===== config.mk =====
export PLATFORM = sky130hd
export DESIGN_NAME = asm_line_tokenizer
export DESIGN_NICKNAME = d
export VERILOG_FILES = /design/src/rtl/asm_tok_pkg.sv /design/src/rtl/asm_tok_step.sv /design/src/rtl/asm_line_tokenizer.sv
export SDC_FILE = /design/constraint.sdc
export NUM_CORES = 1
export LEC_CHECK = 0
export ABC_CLOCK_PERIOD_IN_PS = 2300
export BUFFER_PORTS_ARGS = -buffer_cell sky130_fd_sc_hd__clkbuf_2
export CORE_MARGIN = 2
export CORE_UTILIZATION = 25
export CTS_BUF_LIST = sky130_fd_sc_hd__clkbuf_4 sky130_fd_sc_hd__clkbuf_8
export DETAILED_ROUTE_END_ITERATION = 10
export MAX_ROUTING_LAYER = met4
export PLACE_DENSITY = 0.42
export SETUP_SLACK_MARGIN = 0.3
export SYNTH_ARGS = -nofsm -noshare
export SYNTH_HDL_FRONTEND = slang
export SYNTH_SLANG_ARGS = --single-unit

===== constraint.sdc =====
create_clock -name aclk -period 2.3 [get_ports aclk]
set_clock_uncertainty 0.2 [all_clocks]
set_input_delay 0.46 -clock aclk [delete_from_list [all_inputs] [get_ports aclk]]
set_output_delay 0.46 -clock aclk [all_outputs]
set_load 0.01 [all_outputs]

===== src/rtl/asm_tok_pkg.sv =====
// Shared types, character codes and helpers for the assembly line tokenizer.
`default_nettype none
package asm_tok_pkg;

    // Parse states of the line machine.
    typedef enum logic [2:0] {
        ST_WAIT_START = 3'd0,
        ST_STATEMENT  = 3'd1,
        ST_EXPECT_END = 3'd2,
        ST_WAIT_ARG   = 3'd3,
        ST_ARG        = 3'd4,
        ST_STRING     = 3'd5,
        ST_WAIT_SEP   = 3'd6,
        ST_SKIP       = 3'd7
    } parse_state_t;

    // What is known so far about the kind of the current line.
    typedef enum logic [1:0] {
        KIND_NONE  = 2'd0,
        KIND_INSTR = 2'd1,
        KIND_LABEL = 2'd2,
        KIND_DIR   = 2'd3
    } line_kind_t;

    // Role tag given to each byte.
    typedef enum logic [2:0] {
        ROLE_SKIP   = 3'd0,
        ROLE_SSTART = 3'd1,
        ROLE_SBODY  = 3'd2,
        ROLE_ASTART = 3'd3,
        ROLE_ABODY  = 3'd4,
        ROLE_TERM   = 3'd5,
        ROLE_IGN    = 3'd6
    } char_role_t;

    // Line classification reported when a line is decided.
    typedef enum logic [2:0] {
        RES_EMPTY = 3'd0,
        RES_INSTR = 3'd1,
        RES_LABEL = 3'd2,
        RES_DIR   = 3'd3,
        RES_ERROR = 3'd4
    } line_result_t;

    // Configuration register indexes.
    localparam logic CFG_COMMENT   = 1'b0;
    localparam logic CFG_SEPARATOR = 1'b1;

    // Character codes.
    localparam logic [7:0] CHR_EOL         = 8'h00;
    localparam logic [7:0] CHR_DOT         = 8'h2E;
    localparam logic [7:0] CHR_COLON       = 8'h3A;
    localparam logic [7:0] CHR_QUOTE       = 8'h22;
    localparam logic [7:0] COMMENT_RESET   = 8'h3B;
    localparam logic [7:0] SEPARATOR_RESET = 8'h2C;

    localparam int ARG_W = 4;
    localparam logic [ARG_W-1:0] ARG_CAP = 4'd15;

    // State carried from one byte to the next.
    typedef struct packed {
        parse_state_t     parse;
        line_kind_t       kind;
        logic [ARG_W-1:0] arg_cnt;
    } tok_state_t;

    // Configuration seen by the step logic.
    typedef struct packed {
        logic [7:0] comment_char;
        logic [7:0] separator_char;
    } tok_cfg_t;

    // One result word.
    typedef struct packed {
        line_result_t     line_result;
        logic             line_done;
        logic             is_string;
        logic [ARG_W-1:0] arg_index;
        char_role_t       char_role;
    } tok_result_t;

    // Space, tab, LF, CR, VT and FF count as blanks.
    function automatic logic is_blank(input logic [7:0] c);
        return (c == 8'd32) || (c == 8'd9) || (c == 8'd10) ||
               (c == 8'd13) || (c == 8'd11) || (c == 8'd12);
    endfunction

    function automatic line_result_t kind_to_result(input line_kind_t k);
        line_result_t r;
        unique case (k)
            KIND_NONE:  r = RES_EMPTY;
            KIND_INSTR: r = RES_INSTR;
            KIND_LABEL: r = RES_LABEL;
            KIND_DIR:   r = RES_DIR;
            default:    r = RES_EMPTY;
        endcase
        return r;
    endfunction

endpackage
`default_nettype wire


===== src/rtl/asm_tok_step.sv =====
// Per-byte next-state and result logic of the line tokenizer.
`default_nettype none
module asm_tok_step (
    input  wire logic [7:0]                   chr,
    input  wire asm_tok_pkg::tok_state_t      cur,
    input  wire asm_tok_pkg::tok_cfg_t        cfg,
    input  wire logic [asm_tok_pkg::ARG_W-1:0] arg_limit,
    output asm_tok_pkg::tok_state_t           nxt,
    output asm_tok_pkg::tok_result_t          res
);

    logic eol;
    logic cmt;
    logic blank;
    logic [asm_tok_pkg::ARG_W-1:0] cnt_inc;

    assign eol   = (chr == asm_tok_pkg::CHR_EOL);
    assign cmt   = (chr == cfg.comment_char) &&
                   (cur.parse != asm_tok_pkg::ST_STRING) &&
                   (cur.parse != asm_tok_pkg::ST_SKIP);
    assign blank = asm_tok_pkg::is_blank(chr);
    assign cnt_inc = (cur.arg_cnt < arg_limit) ? cur.arg_cnt + 1'b1 : cur.arg_cnt;

    // Next state.
    always_comb begin
        nxt = cur;
        priority if (cur.parse == asm_tok_pkg::ST_SKIP || eol || cmt) begin
            nxt = cur;
        end else begin
            unique case (cur.parse)
                asm_tok_pkg::ST_WAIT_START: begin
                    if (chr == asm_tok_pkg::CHR_DOT) begin
                        nxt.kind  = asm_tok_pkg::KIND_DIR;
                        nxt.parse = asm_tok_pkg::ST_STATEMENT;
                    end else if (!blank) begin
                        nxt.parse = asm_tok_pkg::ST_STATEMENT;
                    end
                end
                asm_tok_pkg::ST_STATEMENT: begin
                    if (chr == asm_tok_pkg::CHR_COLON) begin
                        nxt.kind  = asm_tok_pkg::KIND_LABEL;
                        nxt.parse = asm_tok_pkg::ST_EXPECT_END;
                    end else if (blank) begin
                        if (cur.kind == asm_tok_pkg::KIND_NONE) begin
                            nxt.kind = asm_tok_pkg::KIND_INSTR;
                        end
                        nxt.parse = asm_tok_pkg::ST_WAIT_ARG;
                    end
                end
                asm_tok_pkg::ST_EXPECT_END: begin
                    if (!blank) begin
                        nxt.parse = asm_tok_pkg::ST_SKIP;
                    end
                end
                asm_tok_pkg::ST_WAIT_ARG: begin
                    if (chr == asm_tok_pkg::CHR_QUOTE) begin
                        nxt.parse = asm_tok_pkg::ST_STRING;
                    end else if (!blank) begin
                        nxt.parse = asm_tok_pkg::ST_ARG;
                    end
                end
                asm_tok_pkg::ST_ARG: begin
                    if (chr == cfg.separator_char) begin
                        nxt.arg_cnt = cnt_inc;
                        nxt.parse   = asm_tok_pkg::ST_WAIT_ARG;
                    end else if (blank) begin
                        nxt.parse = asm_tok_pkg::ST_WAIT_SEP;
                    end
                end
                asm_tok_pkg::ST_STRING: begin
                    if (chr == asm_tok_pkg::CHR_QUOTE) begin
                        nxt.parse = asm_tok_pkg::ST_WAIT_SEP;
                    end
                end
                asm_tok_pkg::ST_WAIT_SEP: begin
                    if (chr == cfg.separator_char) begin
                        nxt.arg_cnt = cnt_inc;
                        nxt.parse   = asm_tok_pkg::ST_WAIT_ARG;
                    end else if (!blank) begin
                        nxt.parse = asm_tok_pkg::ST_SKIP;
                    end
                end
                default: nxt = cur;
            endcase
        end

        // End of line restarts the machine; a comment skips the rest.
        priority if (eol) begin
            nxt.parse   = asm_tok_pkg::ST_WAIT_START;
            nxt.kind    = asm_tok_pkg::KIND_NONE;
            nxt.arg_cnt = '0;
        end else if (cmt) begin
            nxt.parse = asm_tok_pkg::ST_SKIP;
        end else begin
            nxt.parse = nxt.parse;
        end
    end

    // Result word.
    always_comb begin
        res.char_role   = asm_tok_pkg::ROLE_SKIP;
        res.arg_index   = cur.arg_cnt;
        res.is_string   = 1'b0;
        res.line_done   = 1'b0;
        res.line_result = asm_tok_pkg::RES_EMPTY;
        priority if (cur.parse == asm_tok_pkg::ST_SKIP) begin
            res.char_role = eol ? asm_tok_pkg::ROLE_TERM : asm_tok_pkg::ROLE_IGN;
        end else if (eol || cmt) begin
            res.char_role = asm_tok_pkg::ROLE_TERM;
            res.line_done = 1'b1;
            if (cur.parse == asm_tok_pkg::ST_WAIT_START) begin
                res.line_result = asm_tok_pkg::RES_EMPTY;
            end else if (cur.parse == asm_tok_pkg::ST_STATEMENT &&
                         cur.kind == asm_tok_pkg::KIND_NONE) begin
                res.line_result = asm_tok_pkg::RES_INSTR;
            end else begin
                res.line_result = asm_tok_pkg::kind_to_result(cur.kind);
            end
            res.is_string = (cur.parse == asm_tok_pkg::ST_STRING);
        end else begin
            unique case (cur.parse)
                asm_tok_pkg::ST_WAIT_START: begin
                    if (!blank) begin
                        res.char_role = asm_tok_pkg::ROLE_SSTART;
                    end
                end
                asm_tok_pkg::ST_STATEMENT: begin
                    if (chr != asm_tok_pkg::CHR_COLON && !blank) begin
                        res.char_role = asm_tok_pkg::ROLE_SBODY;
                    end
                end
                asm_tok_pkg::ST_EXPECT_END, asm_tok_pkg::ST_WAIT_SEP: begin
                    if (!blank && !(cur.parse == asm_tok_pkg::ST_WAIT_SEP &&
                                    chr == cfg.separator_char)) begin
                        res.char_role   = asm_tok_pkg::ROLE_IGN;
                        res.line_done   = 1'b1;
                        res.line_result = asm_tok_pkg::RES_ERROR;
                    end
                end
                asm_tok_pkg::ST_WAIT_ARG: begin
                    if (chr == asm_tok_pkg::CHR_QUOTE) begin
                        res.char_role = asm_tok_pkg::ROLE_ASTART;
                        res.is_string = 1'b1;
                    end else if (!blank) begin
                        res.char_role = asm_tok_pkg::ROLE_ASTART;
                    end
                end
                asm_tok_pkg::ST_ARG: begin
                    if (chr != cfg.separator_char && !blank) begin
                        res.char_role = asm_tok_pkg::ROLE_ABODY;
                    end
                end
                asm_tok_pkg::ST_STRING: begin
                    res.is_string = 1'b1;
                    if (chr != asm_tok_pkg::CHR_QUOTE) begin
                        res.char_role = asm_tok_pkg::ROLE_ABODY;
                    end
                end
                default: res.char_role = asm_tok_pkg::ROLE_IGN;
            endcase
        end
    end

endmodule
`default_nettype wire


===== src/rtl/asm_line_tokenizer.sv =====
// Top level of the assembly line tokenizer: input register, step logic, result register.
// An accepted word waits in the input register, and its result goes to the result register.
// One word per cycle unless the result stream stalls; the parse state feeds back in one step.
// A stalled result word holds the next word in the input register, and s_tready stays low
// until the result is taken; at most two words wait inside the block.
// Reset (aresetn low, synchronous) empties both registers, returns the machine to waiting
// for a statement start and restores comment and separator bytes to ';' and ','.
`default_nettype none
module asm_line_tokenizer #(
    parameter int MAX_ARGS = 15
) (
    input  wire logic        aclk,
    input  wire logic        aresetn,
    // Configuration write port.
    input  wire logic        cfg_we,
    input  wire logic        cfg_index,
    input  wire logic [7:0]  cfg_data,
    // Input stream.
    input  wire logic        s_tvalid,
    output logic             s_tready,
    input  wire logic [7:0]  s_tdata,   // [7:0] chr
    // Result stream.
    output logic             m_tvalid,
    input  wire logic        m_tready,
    output logic [15:0]      m_tdata    // [2:0] char_role, [6:3] arg_index, [7] is_string,
                                        // [8] line_done, [11:9] line_result, [15:12] zero
);

    // The argument counter saturates at MAX_ARGS or at the largest 4-bit value.
    localparam logic [asm_tok_pkg::ARG_W-1:0] ARG_LIMIT =
        (MAX_ARGS > int'(asm_tok_pkg::ARG_CAP)) ? asm_tok_pkg::ARG_CAP
                                                 : asm_tok_pkg::ARG_W'(MAX_ARGS);

    logic                     in_valid_reg, in_valid_next;
    logic [7:0]               in_chr_reg, in_chr_next;
    logic                     out_valid_reg, out_valid_next;
    asm_tok_pkg::tok_result_t out_data_reg, out_data_next;
    asm_tok_pkg::tok_state_t  state_reg, state_next;
    asm_tok_pkg::tok_cfg_t    cfg_reg, cfg_next;

    asm_tok_pkg::tok_state_t  step_state;
    asm_tok_pkg::tok_result_t step_result;

    logic s_fire;
    logic advance;

    // The held word moves to the result register whenever that register is free or drains.
    assign advance  = in_valid_reg && (!out_valid_reg || m_tready);
    assign s_tready = !in_valid_reg || advance;
    assign s_fire   = s_tvalid && s_tready;

    asm_tok_step u_step (
        .chr       (in_chr_reg),
        .cur       (state_reg),
        .cfg       (cfg_reg),
        .arg_limit (ARG_LIMIT),
        .nxt       (step_state),
        .res       (step_result)
    );

    always_comb begin
        in_valid_next  = in_valid_reg;
        in_chr_next    = in_chr_reg;
        out_valid_next = out_valid_reg;
        out_data_next  = out_data_reg;
        state_next     = state_reg;
        cfg_next       = cfg_reg;

        if (s_fire) begin
            in_valid_next = 1'b1;
            in_chr_next   = s_tdata;
        end else if (advance) begin
            in_valid_next = 1'b0;
        end

        if (advance) begin
            out_valid_next = 1'b1;
            out_data_next  = step_result;
            state_next     = step_state;
        end else if (m_tready) begin
            out_valid_next = 1'b0;
        end

        if (cfg_we) begin
            unique case (cfg_index)
                asm_tok_pkg::CFG_COMMENT:   cfg_next.comment_char   = cfg_data;
                asm_tok_pkg::CFG_SEPARATOR: cfg_next.separator_char = cfg_data;
                default:                    cfg_next = cfg_reg;
            endcase
        end
    end

    always_ff @(posedge aclk) begin
        if (!aresetn) begin
            in_valid_reg           <= 1'b0;
            out_valid_reg          <= 1'b0;
            state_reg.parse        <= asm_tok_pkg::ST_WAIT_START;
            state_reg.kind         <= asm_tok_pkg::KIND_NONE;
            state_reg.arg_cnt      <= '0;
            cfg_reg.comment_char   <= asm_tok_pkg::COMMENT_RESET;
            cfg_reg.separator_char <= asm_tok_pkg::SEPARATOR_RESET;
        end else begin
            in_valid_reg  <= in_valid_next;
            out_valid_reg <= out_valid_next;
            state_reg     <= state_next;
            cfg_reg       <= cfg_next;
        end
    end

    // Payload registers carry no reset.
    always_ff @(posedge aclk) begin
        in_chr_reg   <= in_chr_next;
        out_data_reg <= out_data_next;
    end

    assign m_tvalid = out_valid_reg;
    assign m_tdata  = {4'b0000, out_data_reg};

endmodule
`default_nettype wire


== Word level (Yosys, flattened, before mapping) ==
Cells that the tools add are included.

* Bits in registers: 47
* Output and inout bits: 18
* Logic and storage cells: 137
* Memories kept: 0
* Input bits: 22
* Bits in latches: 0
* Bits in read-only memories: 0
* Memory bits (writable): 0

* Reductions and logical operators: 40
* Multiplexer cells: 45
* Add/sub/neg operators: 1
* Equality and inequality tests: 36
* $lt $le $gt $ge: 1
* Shift-type cells: 0
* Div/mod/pow operators: 0
* Bitwise gates (word level): 1
* Multiply operators: 0

{| class="wikitable"
|+ Operators by type and width
! cell !! number
|-
| two-way mux 3 bit || 19
|-
| == test 8 x 4 -> 1 bit, second input constant || 5
|-
| == test 8 x 6 -> 1 bit, second input constant || 4
|-
| case mux 3 bit (7 select lines) || 1
|-
| two-way mux 4 bit || 5
|-
| case mux 3 bit (6 select lines) || 1
|-
| == test 8 bit || 2
|-
| != test 8 x 6 -> 1 bit, second input constant || 2
|-
| two-way mux 5 bit || 3
|-
| == test 3 bit, second input constant || 4
|-
| != test 4 x 1 -> 1 bit, second input constant || 3
|-
| case mux 3 bit (4 select lines) || 1
|-
| logical OR 1 bit || 10
|-
| two-way mux 2 bit || 5
|-
| != test 5 x 1 -> 1 bit, second input constant || 2
|-
| != test 5 x 3 -> 1 bit, second input constant || 2
|-
| nonzero test 2 bit || 5
|-
| logical AND 1 bit || 9
|-
| two-way mux 9 bit || 1
|-
| nonzero test 9 bit || 1
|-
| logical NOT 8 bit || 1
|-
| != test 8 bit || 1
|-
| AND reduction 8 bit || 1
|-
| == test 3 x 2 -> 1 bit, second input constant || 2
|-
| other kinds (21) || 34
|}

== Depth between registers and ports, before layout ==
* Word-level depth: 12
* Depth in mapped cells: 8

== Hierarchy ==
From an unflattened synthesis, not the netlist that was laid out.

* Cell total of the unflattened synthesis: 298
* Area total of the unflattened synthesis: 2723.9 um^2

{| class="wikitable"
|+ By module, submodules not included
! module !! area an instance (um^2) !! cells each !! sequential area each (um^2) !! times used
|-
| asm_line_tokenizer || 1679.1 || 147 || 1141.1 || 1
|-
| asm_tok_step || 1044.8 || 151 || 0.0 || 1
|}

== Least setup slack after synthesis ==
OpenSTA, ideal clock, no wires.

* Kind: reg2reg
* From: register in_chr_reg[0]
* To: register state_reg[7] (netlist name)
* Buffers on the path: 0
* Required time: 1.979 ns
* Arrival: 1.956 ns
* Cell stages (with the launch flop): 7
* Setup slack: 0.023 ns
* Library setup time: 0.121 ns
* Cells stage by stage: edfxtp_1 nor4_2 nand4_1 a32o_1 a31oi_1 o21a_4 mux2_4

* Word-level cells in the longest chain between the ends: 12
* Elaborated cells between the ends (all ways): 39
* Those cells by class: eq/ne (17); mux (10); reduce/logical (12)

{| class="wikitable"
|+ Ends and longest elaborated chain
! item !! RTL line !! RTL
|-
| start: declaration || asm_line_tokenizer.sv:35 || <nowiki>logic [7:0] in_chr_reg, in_chr_next;</nowiki>
|-
| start signal: assignment || asm_line_tokenizer.sv:112 || <nowiki>in_chr_reg <= in_chr_next;</nowiki>
|-
| == test 8 x 6 -> 1 bit / == test 8 x 4 -> 1 bit (equally long branches) || asm_tok_pkg.sv:84 || <nowiki>return (c == 8'd32) || (c == 8'd9) || (c == 8'd10) ||</nowiki>
|-
| logical OR 1 bit (3 in a row) || asm_tok_pkg.sv:84 ||
|-
| logical OR 1 bit (2 in a row) || asm_tok_pkg.sv:85 || <nowiki>(c == 8'd13) || (c == 8'd11) || (c == 8'd12);</nowiki>
|-
| two-way mux 3 bit || -- ||
|-
| two-way mux 3 bit || asm_tok_step.sv:76 || <nowiki>if (chr == cfg.separator_char) begin</nowiki>
|-
| case mux 3 bit (7 select lines) || asm_tok_step.sv:30 || <nowiki>unique case (cur.parse)</nowiki>
|-
| two-way mux 9 bit || asm_tok_step.sv:27 || <nowiki>priority if (cur.parse == asm_tok_pkg::ST_SKIP || eol || cmt) begin</nowiki>
|-
| two-way mux 3 bit || asm_tok_step.sv:92 || <nowiki>end else if (cmt) begin</nowiki>
|-
| two-way mux 3 bit || asm_tok_step.sv:88 || <nowiki>priority if (eol) begin</nowiki>
|-
| end signal: assignment || asm_line_tokenizer.sv:105 || <nowiki>state_reg <= state_next;</nowiki>
|-
| end: declaration || asm_line_tokenizer.sv:38 || <nowiki>asm_tok_pkg::tok_state_t state_reg, state_next;</nowiki>
|}

Several ways; a longest one is shown, not always the timed one. The select of a mux whose other input is x is not followed.
A chain may end at the register's enable or synchronous reset.

== Worst setup path in the final report ==
* From: register in_chr_reg[1]
* To: register state_reg[7] (netlist name)

The elaborated chain is that of the path after synthesis.

==> results.sh <==
export IMPL_status="complete, but fails checks"
export IMPL_violations="setup timing"
export IMPL_avgSynthCellArea_um2=9.15
export IMPL_path_clk_slew_ns=0.09
export IMPL_crit_path_end_kind="flip-flop"
export IMPL_die_h_um=104
export IMPL_synth_area_leaders="edfxtp_1 24%, dfxtp_1 21%, nand2_1 8.4%"
export IMPL_ctsRootBufferMaster="clkbuf_8"
export IMPL_fin_nets=377
export IMPL_setup_viol=1
export IMPL_clock_path_buffers=2
export IMPL_top_level_ports=40
export IMPL_synth_distinct_cells=57
export IMPL_drive_gt1_frac=0.389
export IMPL_synthCells=275
export IMPL_period_needed_ns=2.34
export IMPL_detail_route_wl_per_cell_um=13.9
export IMPL_ant_nets=0
export IMPL_yosysTopAreaCell="edfxtp_1"
export IMPL_numPortBuffers=35
export IMPL_yosysSeqAreaShare=0.454
export IMPL_power_density_nw_per_um2=563
export IMPL_path_max_fanout=6
export IMPL_syn_area_um2=2510
export IMPL_clock_fmax_mhz=427
export IMPL_place_congestion=0.797
export IMPL_ys_ff_latch=47
export IMPL_grt_max_degree=18
export IMPL_htreeDepth=2
export IMPL_antenna_found_initial=0
export IMPL_die_w_um=104
export IMPL_cp_data_arrival_time_ns=2.34
export IMPL_setup_tns_ns=-0.0426
export IMPL_post_place_cells=456
export IMPL_clk_latency_ns=0.30
export IMPL_path_delay_family="compound AO/OA/AOI/OAI gates"
export IMPL_start_util=0.257
export IMPL_crit_chain="buf_6 > or4_4 > a21oi_4 > o32a_1 > o311a_1 > o21a_4 > mux2_4"
export IMPL_p_leak_nw=1.46
export IMPL_synth_edff_count=20
export IMPL_rows=36
export IMPL_async_reset_ff_frac=0
export IMPL_crit_path_start_kind="flip-flop"
export IMPL_vias=2251
export IMPL_hold_class="in -> reg"
export IMPL_dp_hpwl_um=4980
export IMPL_synth_flop_cell="dfxtp_1"
export IMPL_hold_violations=0
export IMPL_rsz0062_at_grt="true"
export IMPL_grt_pass1_wl_um=11100
export IMPL_post_route_period_util=1.02
export IMPL_cpPeakStageDelay_ns=0.54
export IMPL_ir_worst_vdd_v=0.000311
export IMPL_drv_cap=0
export IMPL_drtIter0Drc=67
export IMPL_largest_reg_flops=16
export IMPL_antenna_cells=0
export IMPL_grt_remaining_overflow=0
export IMPL_dr_pass1_iters=4
export IMPL_wl_um=6800
export IMPL_grt_pass1_vias=2254
export IMPL_syn_to_final_growth_pct=41.3
export IMPL_route_detailed_drc=0
export IMPL_finalNonFillerCells=488
export IMPL_slowest_stage="or4_4"
export IMPL_ys_warn_count=0
export IMPL_cp_required_ns=2.30
export IMPL_hold_slack_ns=0.134
export IMPL_cts_hold_buffers=0
export IMPL_cts_tree="done"
export IMPL_power_mw=2.00
export IMPL_core_area_um2=9770
export IMPL_max_slew_margin=0.643
export IMPL_track_usage=0.131
export IMPL_dieArea_um2=10900
export IMPL_path_buf_inv=1
export IMPL_viasPerCell=4.61
export IMPL_synth_top_area_frac=0.239
export IMPL_cts_made_buffers=5
export IMPL_cts_sinks=47
export IMPL_slew_violations=0
export IMPL_final_setup_worst_slack_ns=-0.0426
export IMPL_path_class="reg -> reg"
export IMPL_place_area_um2=2990
export IMPL_tightest_slew_ns=0.534
export IMPL_postLayoutCellArea_um2=3550
==> repair_timing <==
action	CTS	global route
hold endpoints to repair	0	0
endpoints found under the setup margin	16	17
pin swaps	23	19
gates resized for setup	27	27
setup buffers	9	15
==> cell usage after synthesis (2+ instances only) <==
master	count
nand2_1	56
dfxtp_1	27
edfxtp_1	20
nand3_1	20
a21oi_1	15
nor2_1	12
nor3_1	9
xnor2_1	9
clkbuf_1	8
xor2_1	8
and3_1	7
buf_4	5
a31oi_1	4
buf_6	4
mux2i_1	4
o21ai_0	4
a21o_1	3
and2_1	3
buf_2	3
inv_1	3
nand2b_1	3
nand4_1	3
nor4_2	3
o21a_1	3
a32o_1	2
nor2b_1	2
o21ai_1	2
o311a_1	2
o311ai_0	2
or4_1	2
==> layer usage <==
metal | up-vias | share of wire | GRT usage | routed length (um)
li1 | 1130 | - | - | -
met1 | 1070 | 0.46 | 0.163 | 3130
met2 | 43 | 0.49 | 0.219 | 3340
met3 | 8 | 0.032 | 0.0251 | 217
met4 | 0 | 0.016 | 0.0338 | 106
met5 | - | 0 | - | 0
==> final timing paths <==
check / to / slack, ns / startpoint / depth (start not counted)
worst max-delay path: state_reg[7] / -0.04 / in_chr_reg[1] / 7
worst max register to register: state_reg[7] / -0.04 / in_chr_reg[1] / 7
worst min register to register: cfg_reg[14] / 0.27 / cfg_reg[14] / 2
worst min-delay path: in_chr_reg[7] / 0.13 / s_tdata[7] / 1
==> cells in the final DEF (no fill, tap or decap), drive strengths merged, types with 2 or more instances in the layout <==
master,n
conb,4
nand4,3
or4,2
mux2i,4
xnor2,9
nor2,12
clkbuf,41
xor2,8
o311a,2
and2,4
nand2,56
a21oi,15
nor4,5
nand2b,3
inv,3
nor3,10
o21ai,6
edfxtp,20
buf,55
and3,7
a31oi,4
bufinv,2
o311ai,2
o21a,4
a21o,3
dfxtp,27
a32o,2
nor2b,2
nand3,20
==> kinds of logic after synthesis <==
family | synth area share
XOR/XNOR | 0.0592
flip-flops | 0.454
other | 0.00149
AO/OA/AOI/OAI | 0.139
multiplexers | 0.0219
buffers and inverters | 0.0582
adder cells (fa/ha/maj) | 0.00497
AND/OR/NAND/NOR | 0.261
==> through the flow <==
stage / setup WS (ns) / utilization
finish: -0.0426 / 0.364
global route: -0.109 / 0.364
CTS: 0.00814 / 0.338
detailed placement: -0.0392 / 0.306
global placement: -0.00114 / 0.306
floorplan: 0.104 / -
==> where the power goes <==
group | switching (mW) | total (mW) | leakage [nW] | internal [mW]
clock | 0.282 | 0.728 | 0.0688 | 0.446
combinational | 0.171 | 0.328 | 0.977 | 0.157
sequential | 0.0342 | 0.945 | 0.415 | 0.911
==> layout make-up <==
| class | count | area, um^2 |
|---|---|---|
| well taps | 133 | 166 |
| clock buffers | 6 | 76.3 |
| multi-input cells | 206 | 1450 |
| flip-flops and latches | 47 | 1140 |
| clock inverters | 2 | 60.1 |
| inverters | 4 | 15.0 |
| repair buffers | 90 | 648 |
| fillers | 1047 | 6220 |
Power figures use the tool's default switching activity.
